--- config.mk ---
export PLATFORM = sky130hd
export DESIGN_NAME = pid_integral_clamp_band_reset_unit
export DESIGN_NICKNAME = d
export VERILOG_FILES = /design/src/design/pidcb_pkg.sv /design/src/design/pid_integral_clamp_band_reset_unit.sv
export SDC_FILE = /design/constraint.sdc
export NUM_CORES = 2
export LEC_CHECK = 0
export ABC_AREA = 0
export BUFFER_PORTS_ARGS = -buffer_cell sky130_fd_sc_hd__buf_4
export CORE_MARGIN = 4
export CORE_UTILIZATION = 48
export CTS_CLUSTER_SIZE = 10
export DETAILED_ROUTE_END_ITERATION = 10
export PLACE_DENSITY = 0.68
export SLEW_MARGIN = 10
export SYNTH_ARGS = -nofsm -noshare
export SYNTH_HDL_FRONTEND = slang
export SYNTH_SLANG_ARGS = --single-unit
--- constraint.sdc ---
create_clock -name clock -period 9.9 [get_ports clock]
set_clock_uncertainty 0.1 [all_clocks]
set_input_delay 0.495 -clock clock [delete_from_list [all_inputs] [get_ports clock]]
set_output_delay 0.495 -clock clock [all_outputs]
set_load 0.05 [all_outputs]
--- src/design/pidcb_pkg.sv ---
// Shared constants for the PID integral clamp / band reset unit.
// No dependencies; used by the top level and its checker.
package pidcb_pkg;

   // field widths
   localparam int ANGLE_W   = 16;
   localparam int DT_W      = 16;
   localparam int GAIN_W    = 16;
   localparam int LIMIT_W   = 39;
   localparam int BAND_W    = 15;
   localparam int DRIVE_W   = 16;
   localparam int ERR_W     = 17;
   localparam int SUM_W     = 40;
   localparam int DERIV_W   = 32;
   localparam int FRAC_SH   = 20;
   localparam int OUT_SH    = 16;

   // configuration port
   localparam int CSR_IDX_W  = 3;
   localparam int CSR_DATA_W = LIMIT_W;

   localparam logic [CSR_IDX_W-1:0] REG_SETPOINT  = 3'd0;
   localparam logic [CSR_IDX_W-1:0] REG_GAIN_P    = 3'd1;
   localparam logic [CSR_IDX_W-1:0] REG_GAIN_I    = 3'd2;
   localparam logic [CSR_IDX_W-1:0] REG_GAIN_D    = 3'd3;
   localparam logic [CSR_IDX_W-1:0] REG_INT_LIMIT = 3'd4;
   localparam logic [CSR_IDX_W-1:0] REG_BAND      = 3'd5;

   // register reset values
   localparam logic [ANGLE_W-1:0] SETPOINT_RST  = 16'd0;
   localparam logic [GAIN_W-1:0]  GAIN_P_RST    = 16'd3840;
   localparam logic [GAIN_W-1:0]  GAIN_I_RST    = 16'd0;
   localparam logic [GAIN_W-1:0]  GAIN_D_RST    = 16'd256;
   localparam logic [LIMIT_W-1:0] INT_LIMIT_RST = 39'd26843545600;
   localparam logic [BAND_W-1:0]  BAND_RST      = 15'd256;

   // divider: |diff| is 18 bits, shifted left by the fraction width
   localparam int DVD_W     = ERR_W + 1 + FRAC_SH;
   localparam int DIV_STEPS = DVD_W;
   localparam int CNT_W     = $clog2(DIV_STEPS);

   // shared multiplier operand widths
   localparam int MUL_A_W = GAIN_W + 1;
   localparam int MUL_B_W = DERIV_W + 1;
   localparam int PROD_W  = MUL_A_W + MUL_B_W;
   localparam int ACC_W   = PROD_W + 1;

   localparam logic [DRIVE_W-1:0] DRIVE_MAX = 16'h7FFF;
   localparam logic [DRIVE_W-1:0] DRIVE_MIN = 16'h8000;
   localparam logic [DERIV_W-1:0] DERIV_MAX = 32'h7FFF_FFFF;
   localparam logic [DERIV_W-1:0] DERIV_MIN = 32'h8000_0000;

endpackage

--- src/design/pid_integral_clamp_band_reset_unit.sv ---
// Top level of the PID integral clamp / band reset unit: sequencer, shared
// 17x33 multiplier and a one-bit-per-cycle restoring divider.
// Depends on pidcb_pkg.
//
//   channel  direction  handshake              payload
//   req      in         req_valid / req_stall  req_angle, req_step_time
//   rsp      out        rsp_valid / rsp_stall  rsp_drive, rsp_saturated
//   csr      in         csr_valid / csr_ready  csr_index, csr_data
//
// Each sample runs from acceptance through the derivative divider (one quotient
// bit per cycle), four passes through the shared multiplier plus sum, clamp and
// output steps; the next sample is accepted only once the sequencer is idle again.
// The result sits in an output register; the next sample is accepted while it
// waits, and the sequencer holds in its output step only if it is still stalled.
// Synchronous active-high reset inits controller states, sequencer, valid and config.
module pid_integral_clamp_band_reset_unit (
   input  logic                                  clock,
   input  logic                                  reset,
   input  logic                                  req_valid,
   output logic                                  req_stall,
   input  logic signed [pidcb_pkg::ANGLE_W-1:0]  req_angle,
   input  logic [pidcb_pkg::DT_W-1:0]            req_step_time,
   output logic                                  rsp_valid,
   input  logic                                  rsp_stall,
   output logic signed [pidcb_pkg::DRIVE_W-1:0]  rsp_drive,
   output logic                                  rsp_saturated,
   input  logic                                  csr_valid,
   output logic                                  csr_ready,
   input  logic [pidcb_pkg::CSR_IDX_W-1:0]       csr_index,
   input  logic [pidcb_pkg::CSR_DATA_W-1:0]      csr_data
);

   typedef enum logic [3:0] {
      ST_IDLE,
      ST_MUL_E,
      ST_SUM,
      ST_CLAMP,
      ST_DIV,
      ST_SAT,
      ST_MUL_P,
      ST_MUL_I,
      ST_MUL_D,
      ST_ACC,
      ST_OUT
   } state_type;

   state_type state_ff, state_in;

   // configuration
   logic [pidcb_pkg::ANGLE_W-1:0] setpoint_ff, setpoint_in;
   logic [pidcb_pkg::GAIN_W-1:0]  gain_p_ff, gain_p_in;
   logic [pidcb_pkg::GAIN_W-1:0]  gain_i_ff, gain_i_in;
   logic [pidcb_pkg::GAIN_W-1:0]  gain_d_ff, gain_d_in;
   logic [pidcb_pkg::LIMIT_W-1:0] limit_ff, limit_in;
   logic [pidcb_pkg::BAND_W-1:0]  band_ff, band_in;

   // controller state
   logic [pidcb_pkg::ERR_W-1:0]   last_error_ff, last_error_in;
   logic [pidcb_pkg::SUM_W-1:0]   error_sum_ff, error_sum_in;

   // per-sample working registers
   logic [pidcb_pkg::ERR_W-1:0]   err_ff, err_in;
   logic [pidcb_pkg::DT_W-1:0]    dt_ff, dt_in;
   logic [pidcb_pkg::DT_W-1:0]    divisor_ff, divisor_in;
   logic [pidcb_pkg::DT_W-1:0]    rem_ff, rem_in;
   logic [pidcb_pkg::DVD_W-1:0]   dvd_ff, dvd_in;
   logic [pidcb_pkg::CNT_W-1:0]   cnt_ff, cnt_in;
   logic                          neg_ff, neg_in;
   logic [pidcb_pkg::SUM_W:0]     sum_ff, sum_in;
   logic                          band_hit_ff, band_hit_in;
   logic [pidcb_pkg::DERIV_W-1:0] deriv_ff, deriv_in;
   logic [pidcb_pkg::PROD_W-1:0]  prod_ff, prod_in;
   logic [pidcb_pkg::ACC_W-1:0]   acc_ff, acc_in;

   // result register
   logic                          rsp_valid_ff, rsp_valid_in;
   logic [pidcb_pkg::DRIVE_W-1:0] drive_ff, drive_in;
   logic                          sat_ff, sat_in;

   // shared multiplier
   logic signed [pidcb_pkg::MUL_A_W-1:0] mul_a;
   logic signed [pidcb_pkg::MUL_B_W-1:0] mul_b;
   logic signed [pidcb_pkg::PROD_W-1:0]  mul_prod;

   logic                          req_acc;
   logic [pidcb_pkg::ERR_W-1:0]   err_new;
   logic [pidcb_pkg::ERR_W:0]     diff;
   logic [pidcb_pkg::ERR_W:0]     diff_mag;
   logic [pidcb_pkg::ERR_W-1:0]   err_mag;
   logic [pidcb_pkg::SUM_W:0]     lim_pos;
   logic [pidcb_pkg::SUM_W:0]     lim_neg;
   logic [pidcb_pkg::DT_W:0]      trial;
   logic                          trial_ge;
   logic [pidcb_pkg::DVD_W-1:0]   quo_neg;
   logic [pidcb_pkg::ACC_W-pidcb_pkg::OUT_SH-1:0] shifted;

   assign req_stall     = (state_ff != ST_IDLE);
   assign req_acc       = req_valid && !req_stall;
   assign csr_ready     = 1'b1;
   assign rsp_valid     = rsp_valid_ff;
   assign rsp_drive     = drive_ff;
   assign rsp_saturated = sat_ff;

   assign err_new  = {setpoint_ff[pidcb_pkg::ANGLE_W-1], setpoint_ff}
                   - {req_angle[pidcb_pkg::ANGLE_W-1], req_angle};
   assign diff     = {err_new[pidcb_pkg::ERR_W-1], err_new}
                   - {last_error_ff[pidcb_pkg::ERR_W-1], last_error_ff};
   assign diff_mag = diff[pidcb_pkg::ERR_W] ? -diff : diff;
   assign err_mag  = err_ff[pidcb_pkg::ERR_W-1] ? -err_ff : err_ff;

   assign lim_pos  = {2'b00, limit_ff};
   assign lim_neg  = -lim_pos;

   assign trial    = {rem_ff, dvd_ff[pidcb_pkg::DVD_W-1]};
   assign trial_ge = (trial >= {1'b0, divisor_ff});
   assign quo_neg  = -dvd_ff;
   assign shifted  = acc_ff[pidcb_pkg::ACC_W-1:pidcb_pkg::OUT_SH];

   always_comb begin
      case (state_ff)
         ST_MUL_P: begin
            mul_a = {1'b0, gain_p_ff};
            mul_b = {{(pidcb_pkg::MUL_B_W-pidcb_pkg::ERR_W){err_ff[pidcb_pkg::ERR_W-1]}},
                     err_ff};
         end
         ST_MUL_I: begin
            mul_a = {1'b0, gain_i_ff};
            mul_b = {{(pidcb_pkg::MUL_B_W-pidcb_pkg::SUM_W+pidcb_pkg::FRAC_SH)
                      {error_sum_ff[pidcb_pkg::SUM_W-1]}},
                     error_sum_ff[pidcb_pkg::SUM_W-1:pidcb_pkg::FRAC_SH]};
         end
         ST_MUL_D: begin
            mul_a = {1'b0, gain_d_ff};
            mul_b = {deriv_ff[pidcb_pkg::DERIV_W-1], deriv_ff};
         end
         default: begin
            mul_a = {1'b0, dt_ff};
            mul_b = {{(pidcb_pkg::MUL_B_W-pidcb_pkg::ERR_W){err_ff[pidcb_pkg::ERR_W-1]}},
                     err_ff};
         end
      endcase
   end

   assign mul_prod = pidcb_pkg::PROD_W'(mul_a) * pidcb_pkg::PROD_W'(mul_b);

   always_comb begin
      state_in      = state_ff;
      setpoint_in   = setpoint_ff;
      gain_p_in     = gain_p_ff;
      gain_i_in     = gain_i_ff;
      gain_d_in     = gain_d_ff;
      limit_in      = limit_ff;
      band_in       = band_ff;
      last_error_in = last_error_ff;
      error_sum_in  = error_sum_ff;
      err_in        = err_ff;
      dt_in         = dt_ff;
      divisor_in    = divisor_ff;
      rem_in        = rem_ff;
      dvd_in        = dvd_ff;
      cnt_in        = cnt_ff;
      neg_in        = neg_ff;
      sum_in        = sum_ff;
      band_hit_in   = band_hit_ff;
      deriv_in      = deriv_ff;
      prod_in       = prod_ff;
      acc_in        = acc_ff;
      drive_in      = drive_ff;
      sat_in        = sat_ff;
      rsp_valid_in  = rsp_valid_ff && rsp_stall;

      if (csr_valid && csr_ready) begin
         case (csr_index)
            pidcb_pkg::REG_SETPOINT:  setpoint_in = csr_data[pidcb_pkg::ANGLE_W-1:0];
            pidcb_pkg::REG_GAIN_P:    gain_p_in   = csr_data[pidcb_pkg::GAIN_W-1:0];
            pidcb_pkg::REG_GAIN_I:    gain_i_in   = csr_data[pidcb_pkg::GAIN_W-1:0];
            pidcb_pkg::REG_GAIN_D:    gain_d_in   = csr_data[pidcb_pkg::GAIN_W-1:0];
            pidcb_pkg::REG_INT_LIMIT: limit_in    = csr_data[pidcb_pkg::LIMIT_W-1:0];
            pidcb_pkg::REG_BAND:      band_in     = csr_data[pidcb_pkg::BAND_W-1:0];
            default: ;
         endcase
      end

      case (state_ff)
         ST_IDLE: begin
            if (req_acc) begin
               err_in        = err_new;
               dt_in         = req_step_time;
               // zero step time divides by one
               divisor_in    = (req_step_time == '0) ? pidcb_pkg::DT_W'(1) : req_step_time;
               neg_in        = diff[pidcb_pkg::ERR_W];
               dvd_in        = {diff_mag, {pidcb_pkg::FRAC_SH{1'b0}}};
               rem_in        = '0;
               cnt_in        = '0;
               last_error_in = err_new;
               state_in      = ST_MUL_E;
            end
         end
         ST_MUL_E: begin
            prod_in  = mul_prod;
            state_in = ST_SUM;
         end
         ST_SUM: begin
            // err*dt fits 33 bits, so the low bits of the product carry its sign
            sum_in      = {error_sum_ff[pidcb_pkg::SUM_W-1], error_sum_ff}
                        + prod_ff[pidcb_pkg::SUM_W:0];
            band_hit_in = ({1'b0, err_mag} <= {3'b000, band_ff});
            state_in    = ST_CLAMP;
         end
         ST_CLAMP: begin
            if (band_hit_ff) begin
               error_sum_in = '0;
            end else if ($signed(sum_ff) > $signed(lim_pos)) begin
               error_sum_in = lim_pos[pidcb_pkg::SUM_W-1:0];
            end else if ($signed(sum_ff) < $signed(lim_neg)) begin
               error_sum_in = lim_neg[pidcb_pkg::SUM_W-1:0];
            end else begin
               error_sum_in = sum_ff[pidcb_pkg::SUM_W-1:0];
            end
            state_in = ST_DIV;
         end
         ST_DIV: begin
            // restoring division, quotient bits shift in where dividend bits leave
            rem_in = trial_ge ? pidcb_pkg::DT_W'(trial - {1'b0, divisor_ff})
                              : trial[pidcb_pkg::DT_W-1:0];
            dvd_in = {dvd_ff[pidcb_pkg::DVD_W-2:0], trial_ge};
            cnt_in = cnt_ff + pidcb_pkg::CNT_W'(1);
            if (cnt_ff == pidcb_pkg::CNT_W'(pidcb_pkg::DIV_STEPS - 1)) begin
               state_in = ST_SAT;
            end
         end
         ST_SAT: begin
            if (!neg_ff) begin
               deriv_in = (dvd_ff > {6'b0, pidcb_pkg::DERIV_MAX}) ? pidcb_pkg::DERIV_MAX
                                                                  : dvd_ff[pidcb_pkg::DERIV_W-1:0];
            end else begin
               deriv_in = (dvd_ff > {6'b0, pidcb_pkg::DERIV_MIN}) ? pidcb_pkg::DERIV_MIN
                                                                  : quo_neg[pidcb_pkg::DERIV_W-1:0];
            end
            state_in = ST_MUL_P;
         end
         ST_MUL_P: begin
            prod_in  = mul_prod;
            state_in = ST_MUL_I;
         end
         ST_MUL_I: begin
            acc_in   = {prod_ff[pidcb_pkg::PROD_W-1], prod_ff};
            prod_in  = mul_prod;
            state_in = ST_MUL_D;
         end
         ST_MUL_D: begin
            acc_in   = acc_ff + {prod_ff[pidcb_pkg::PROD_W-1], prod_ff};
            prod_in  = mul_prod;
            state_in = ST_ACC;
         end
         ST_ACC: begin
            acc_in   = acc_ff + {prod_ff[pidcb_pkg::PROD_W-1], prod_ff};
            state_in = ST_OUT;
         end
         ST_OUT: begin
            if (!rsp_valid_ff || !rsp_stall) begin
               if ($signed(shifted) > $signed({19'b0, pidcb_pkg::DRIVE_MAX})) begin
                  drive_in = pidcb_pkg::DRIVE_MAX;
                  sat_in   = 1'b1;
               end else if ($signed(shifted) < $signed({{19{1'b1}}, pidcb_pkg::DRIVE_MIN})) begin
                  drive_in = pidcb_pkg::DRIVE_MIN;
                  sat_in   = 1'b1;
               end else begin
                  drive_in = shifted[pidcb_pkg::DRIVE_W-1:0];
                  sat_in   = 1'b0;
               end
               rsp_valid_in = 1'b1;
               state_in     = ST_IDLE;
            end
         end
         default: begin
            state_in = ST_IDLE;
         end
      endcase
   end

   always_ff @(posedge clock) begin
      if (reset) begin
         state_ff      <= ST_IDLE;
         rsp_valid_ff  <= 1'b0;
         setpoint_ff   <= pidcb_pkg::SETPOINT_RST;
         gain_p_ff     <= pidcb_pkg::GAIN_P_RST;
         gain_i_ff     <= pidcb_pkg::GAIN_I_RST;
         gain_d_ff     <= pidcb_pkg::GAIN_D_RST;
         limit_ff      <= pidcb_pkg::INT_LIMIT_RST;
         band_ff       <= pidcb_pkg::BAND_RST;
         last_error_ff <= '0;
         error_sum_ff  <= '0;
      end else begin
         state_ff      <= state_in;
         rsp_valid_ff  <= rsp_valid_in;
         setpoint_ff   <= setpoint_in;
         gain_p_ff     <= gain_p_in;
         gain_i_ff     <= gain_i_in;
         gain_d_ff     <= gain_d_in;
         limit_ff      <= limit_in;
         band_ff       <= band_in;
         last_error_ff <= last_error_in;
         error_sum_ff  <= error_sum_in;
      end
      err_ff      <= err_in;
      dt_ff       <= dt_in;
      divisor_ff  <= divisor_in;
      rem_ff      <= rem_in;
      dvd_ff      <= dvd_in;
      cnt_ff      <= cnt_in;
      neg_ff      <= neg_in;
      sum_ff      <= sum_in;
      band_hit_ff <= band_hit_in;
      deriv_ff    <= deriv_in;
      prod_ff     <= prod_in;
      acc_ff      <= acc_in;
      drive_ff    <= drive_in;
      sat_ff      <= sat_in;
   end

endmodule

== Yosys cells after proc, flatten, opt, wreduce, memory -nomap -nowiden ==
Index checks and enable logic that the tools add are counted.
Word-level totals
  flip-flop bits (word level): 482
  bits of input ports: 79
  output and inout bits: 20
  word-level logic and storage cells: 112
Operators by class
  add/sub/neg operators: 10
  multipliers: 1
  magnitude comparators: 8
  equal/unequal tests: 19
  multiplexer cells: 26
  reduce and logical (&&, ||, !) cells: 24
Operator list (count)
  $mux 40: 3
  $pmux 51 s2: 1
  $mux 32: 3
  $pmux 38 s2: 1
  $pmux 33 s2: 1
  $add 51x51->51: 1
  $mul 17x33->50: 1
  $mux 16: 3
  $pmux 16 s3: 1
  $pmux 4 s11: 1
  $add 41x41->41: 1
  $gt 41x40->1: 1
  $lt 41x41->1: 1
  $neg 39->41: 1
  $gt 38x31->1 const B: 1
  $gt 38x32->1 const B: 1
  $mux 38: 1
  $gt 35x16->1 const B: 1
  $lt 35x16->1 const B: 1
  $neg 32->32: 1
  $pmux 16 s2: 1
  $mux 18: 1
  $neg 18->18: 1
  $reduce_and 2->1: 9
  other kinds (32): 50

== Longest topological paths before layout ==
  word-level depth: 6
  mapped depth: 35
  mapped depth without buffers: 32

== Worst setup path after synthesis ==
OpenSTA, ideal clock, no wires.
  path type: reg-to-reg
  from: register state_ff[1]
  to: register prod_ff[48] (netlist name) (data pin)
  library setup time: 262 ps
  data arrival time: 7800 ps
  data required time: 9538 ps
  path slack: 1737 ps
  stages on the path, launching flop included: 32
  buffers on the path: 4
  period minus slack after synthesis: 8163 ps
  path through: dfxtp_1 -> nor2b_1 -> and3_1 -> nor2_1 -> and2_0 -> clkbuf_1 -> a21o_1 -> clkbuf_1 -> clkbuf_1 -> a21oi_1 -> nor2_1 -> fa_1 -> inv_1 -> fa_1 -> inv_1 -> fa_1 -> fa_1 -> fa_1 -> inv_1 -> fa_1 -> inv_1 -> ha_1 -> clkbuf_1 -> a21o_1 -> a21o_1 -> a221oi_1 -> o21ai_0 -> a21o_1 -> or3_1 -> o21ai_0 -> a21oi_1 -> xor2_1
On the way
  word-level cells in the longest chain between the ends: 3
  elaborated cells between the ends (all ways): 6
  those cells by class: mul: 1; eq/ne: 3; mux: 2
Ends and longest elaborated chain
  from (decl): RTL line pid_integral_clamp_band_reset_unit.sv:47  | state_type state_ff, state_in;
  from (signal assigned): RTL line pid_integral_clamp_band_reset_unit.sv:295  | state_ff <= state_in;
  $eq 4x4->1 / $eq 4x3->1 (equally long branches): RTL line pid_integral_clamp_band_reset_unit.sv:120  | case (state_ff)
  $pmux 16 s3 / $pmux 33 s2 (equally long branches): RTL line pid_integral_clamp_band_reset_unit.sv:120
  $mul 17x33->50 (*): RTL line pid_integral_clamp_band_reset_unit.sv:144  | assign mul_prod = pidcb_pkg::PROD_W'(mul_a) * pidcb_pkg::PROD_W'(mul_b);
  named net mul_prod (one bit): RTL line pid_integral_clamp_band_reset_unit.sv:83  | logic signed [pidcb_pkg::PROD_W-1:0] mul_prod;
  to (signal assigned): RTL line pid_integral_clamp_band_reset_unit.sv:316  | prod_ff <= prod_in;
  to (decl): RTL line pid_integral_clamp_band_reset_unit.sv:72  | logic [pidcb_pkg::PROD_W-1:0] prod_ff, prod_in;
The timed path passes the listed nets; every way through them passes the cells marked *.
A chain may end at the register's enable or synchronous reset.

== Worst setup path after layout ==
  from: register state_ff[2]
  to: register prod_ff[46] (netlist name) (data pin)
Same word-level chain as after synthesis.

==> impl_metrics.toml <==
[run_status]
status = "completed"

[clocking]
numCtsBuffers = 57
clock-root-buffer = "clkbuf_16"
clk_pin_slew_worst_paths_ns = 0.06
htree_levels = 2
clock-sinks = 482
worst_skew_pair.late_latency_ns = 0.65
cts_tree = "built"
post_cts_buffers = 0
cts_buffer_depth = 3

[logic_synthesis]
synth_area_um2 = 48100
ys.warnings.count = 0
ys_top_cells_by_count = "nand2_1, inv_1, fa_1"
yosys.area_share.xor_xnor_pct = 4.28
synth_edf_count = 302
synth-compound-area-share_pct = 14.9
synthAdderAreaFrac_pct = 30.0
synth_top_family_by_area = "adder cells"
synthMuxAreaShare_pct = 0.172
yosysMostFrequentCell = "nand2_1"
synthArstFlopShare_pct = 0
synth_nets = 6444
synth_top_cell_area_share_pct = 20.7
ys_top_cells_by_area = "fa_1, edfxtp_1, ha_1"
ys_ff_latch = 482
postSynthCellCount = 5510
ys_seq_area_share_pct = 26.4
yosysTopAreaCell = "fa_1"
synth_cell_types = 84
synthSimpleGateAreaFrac_pct = 16.2
synth_ff_type = "edfxtp_1"
synth.avg_cell_area_um2 = 8.73

[die]
initial_core_util_pct = 48.6
die_area_um2 = 105000
ioPinCount = 99
die_h_um = 325
die_w_um = 325
rows = 115
core_um2 = 98900

[worst_hold_path]
holdPathEnd = "limit_ff[16]$_SDFFE_PP0P_"
min-delay-start = "csr_data[16]"
hold_path_class = "input pin to flip-flop"
holdPathStages = 3

[global_route]
antenna_found_initial = 6
grt_max_degree = 94
grt_pass1_wl_um = 215000
grt_pass1_vias = 38100
gr-usage-all-layers_pct = 25.6
grt_overflow = 0

[detailed_routing]
viasPerCell = 5.69
wire_per_inst_um = 20.0
drt_iter0_drc = 3489
ant_nets = 0
first_pass_iters = 6
vias = 38800
wirelength_um = 137000
drc = 0

[worst_setup_path]
worstPathMaxFanout = 24
worstSetupPathType = "flip-flop to flip-flop"
max_stage_delay_ns = 0.58
cp.buffers_inverters = 4
worstRegToRegCells = 28
cp-start-kind = "flip-flop"
crit_start = "state_ff[2]$_SDFFE_PP0P_"
r2r_start = "state_ff[2]$_SDFFE_PP0P_"
arrival_ns = 9.50
cp_common_cell = "fa_1"
rrSetupSlack_ns = 0.72
crit_family = "adder cells"
cp-end-kind = "flip-flop"
slowest_stage = "fa_1"
regToRegEndpoint = "prod_ff[46]$_DFFE_PP_"
required_ns = 10.22

[timing]
period_share_pct = 92.8
slew_headroom_pct = 27.0
rsz0062_at_grt = "false"
period_minus_slack_ns = 9.18
slew_viol_final = 0
hold_viol = 0
finalSetupViolations = 0
fmax_ghz = 0.109
setup_tns_ns = 0
worst_slew_pin_slew_ns = 1.09

[layout]
fin_util_pct = 52.7
area_growth_syn_to_layout_pct = 8.32
fill_cells = 9075
finalNetCount = 6437
final_layout_size_suffix_gt1_share_pct = 5.21

[placed_design]
gp_congestion = 0.960
io_buffers = 97
dp_hpwl_um = 108000

[run]
cap_violations = 0
[per-stage QoR]
step | cells | hold WS, ns | area, µm² | setup WS, ns
3_3_place_gp | 6698 | 0.342 | 50000 | 0.786
6_report | 6831 | 0.0309 | 52100 | 0.716
2_1_floorplan | 5510 | 0.326 | 48100 | 1.74
5_1_grt | 6830 | 0.0239 | 52100 | 0.0287
4_1_cts | 6830 | 0.00374 | 52100 | 0.491
3_5_place_dp | 6698 | 0.348 | 50000 | 0.507
[area by class of cell]
| cell class | instances | area, µm² | share of cell area, % |
|---|---|---|---|
| Tap cell | 1287 | 1610 | 3.09 |
| Timing Repair Buffer | 187 | 1490 | 2.85 |
| Clock buffer | 88 | 1560 | 3.00 |
| Clock inverter | 11 | 158 | 0.303 |
| Inverter | 780 | 2930 | 5.62 |
| Multi-Input combinational cell | 3995 | 31700 | 60.8 |
| Sequential cell | 482 | 12700 | 24.3 |
| Antenna cell | 1 | 2.50 | 0.00480 |
[kinds of logic after synthesis]
logic type      Yosys count
mux                       8
other cells               1
fa+ha+maj               855
simple gates           1758
xor+xnor                235
flops                   482
compound gates         1138
buf+inv                1033
[worst max-delay path by stage]
stage	end	slack, ns	cells after the start
6_report	prod_ff[46]$_DFFE_PP_	0.72	28
2_1_floorplan	prod_ff[48]$_DFFE_PP_	1.74	31
4_1_cts	prod_ff[46]$_DFFE_PP_	0.49	28
5_1_grt	prod_ff[46]$_DFFE_PP_	0.03	28
3_3_place_gp	prod_ff[48]$_DFFE_PP_	0.79	29
3_5_place_dp	prod_ff[46]$_DFFE_PP_	0.51	28
[flip-flops by register name (all words and copies together), names as in the netlist, 4 cells and up]
| signal | count |
|---|---|
| state_ff | 4 |
| acc_ff | 51 |
| rem_ff | 16 |
| sum_ff | 41 |
| limit_ff | 39 |
| err_ff | 17 |
| prod_ff | 50 |
| rsp_drive | 16 |
| gain_i_ff | 16 |
| error_sum_ff | 40 |
| divisor_ff | 16 |
| deriv_ff | 32 |
| gain_p_ff | 16 |
| band_ff | 15 |
| cnt_ff | 6 |
| last_error_ff | 17 |
| setpoint_ff | 16 |
| dvd_ff | 38 |
| gain_d_ff | 16 |
| dt_ff | 16 |
[layout by cell type (no fill, tap or decap), types with 60 or more instances in the layout]
| cell type | instances |
|---|---|
| edfxtp_1 | 302 |
| nor3_1 | 60 |
| xor2_1 | 78 |
| ha_1 | 357 |
| nand3_1 | 83 |
| fa_1 | 498 |
| inv_1 | 779 |
| a21oi_1 | 359 |
| and2_1 | 67 |
| nand2_1 | 886 |
| buf_4 | 154 |
| xnor2_1 | 157 |
| dfxtp_1 | 180 |
| nor2_1 | 363 |
| a21o_1 | 129 |
| o21ai_0 | 245 |
| a22oi_1 | 62 |
[worst register-to-register path, delay by kind of cell (launching register included)]
family | cells | cell delay, ns
compound gates | 9 | 2.45
fa+ha+maj | 7 | 3.47
buf+inv | 4 | 0.47
simple gates | 8 | 1.94
flops | 1 | 0.54
[layer usage]
metal | vias up | part of all wire (%) | global-route usage [%]
met2 | 1421 | 45 | 40.9
met3 | 244 | 8.3 | 4.74
met4 | 0 | 3.4 | 8.25
met1 | 18800 | 43 | 35.3
li1 | 18400 | - | -
met5 | - | 0 | 0
[timing repair]
action                                  CTS  global route
hold endpoints to repair                 49             0
resized for setup                         0             1
endpoints found under the setup margin    0             4
hold buffers                             33             0
Power is left out: the tool's default activity adds up to more than one toggle a clock period on the data nets, which glitch-free logic cannot reach.
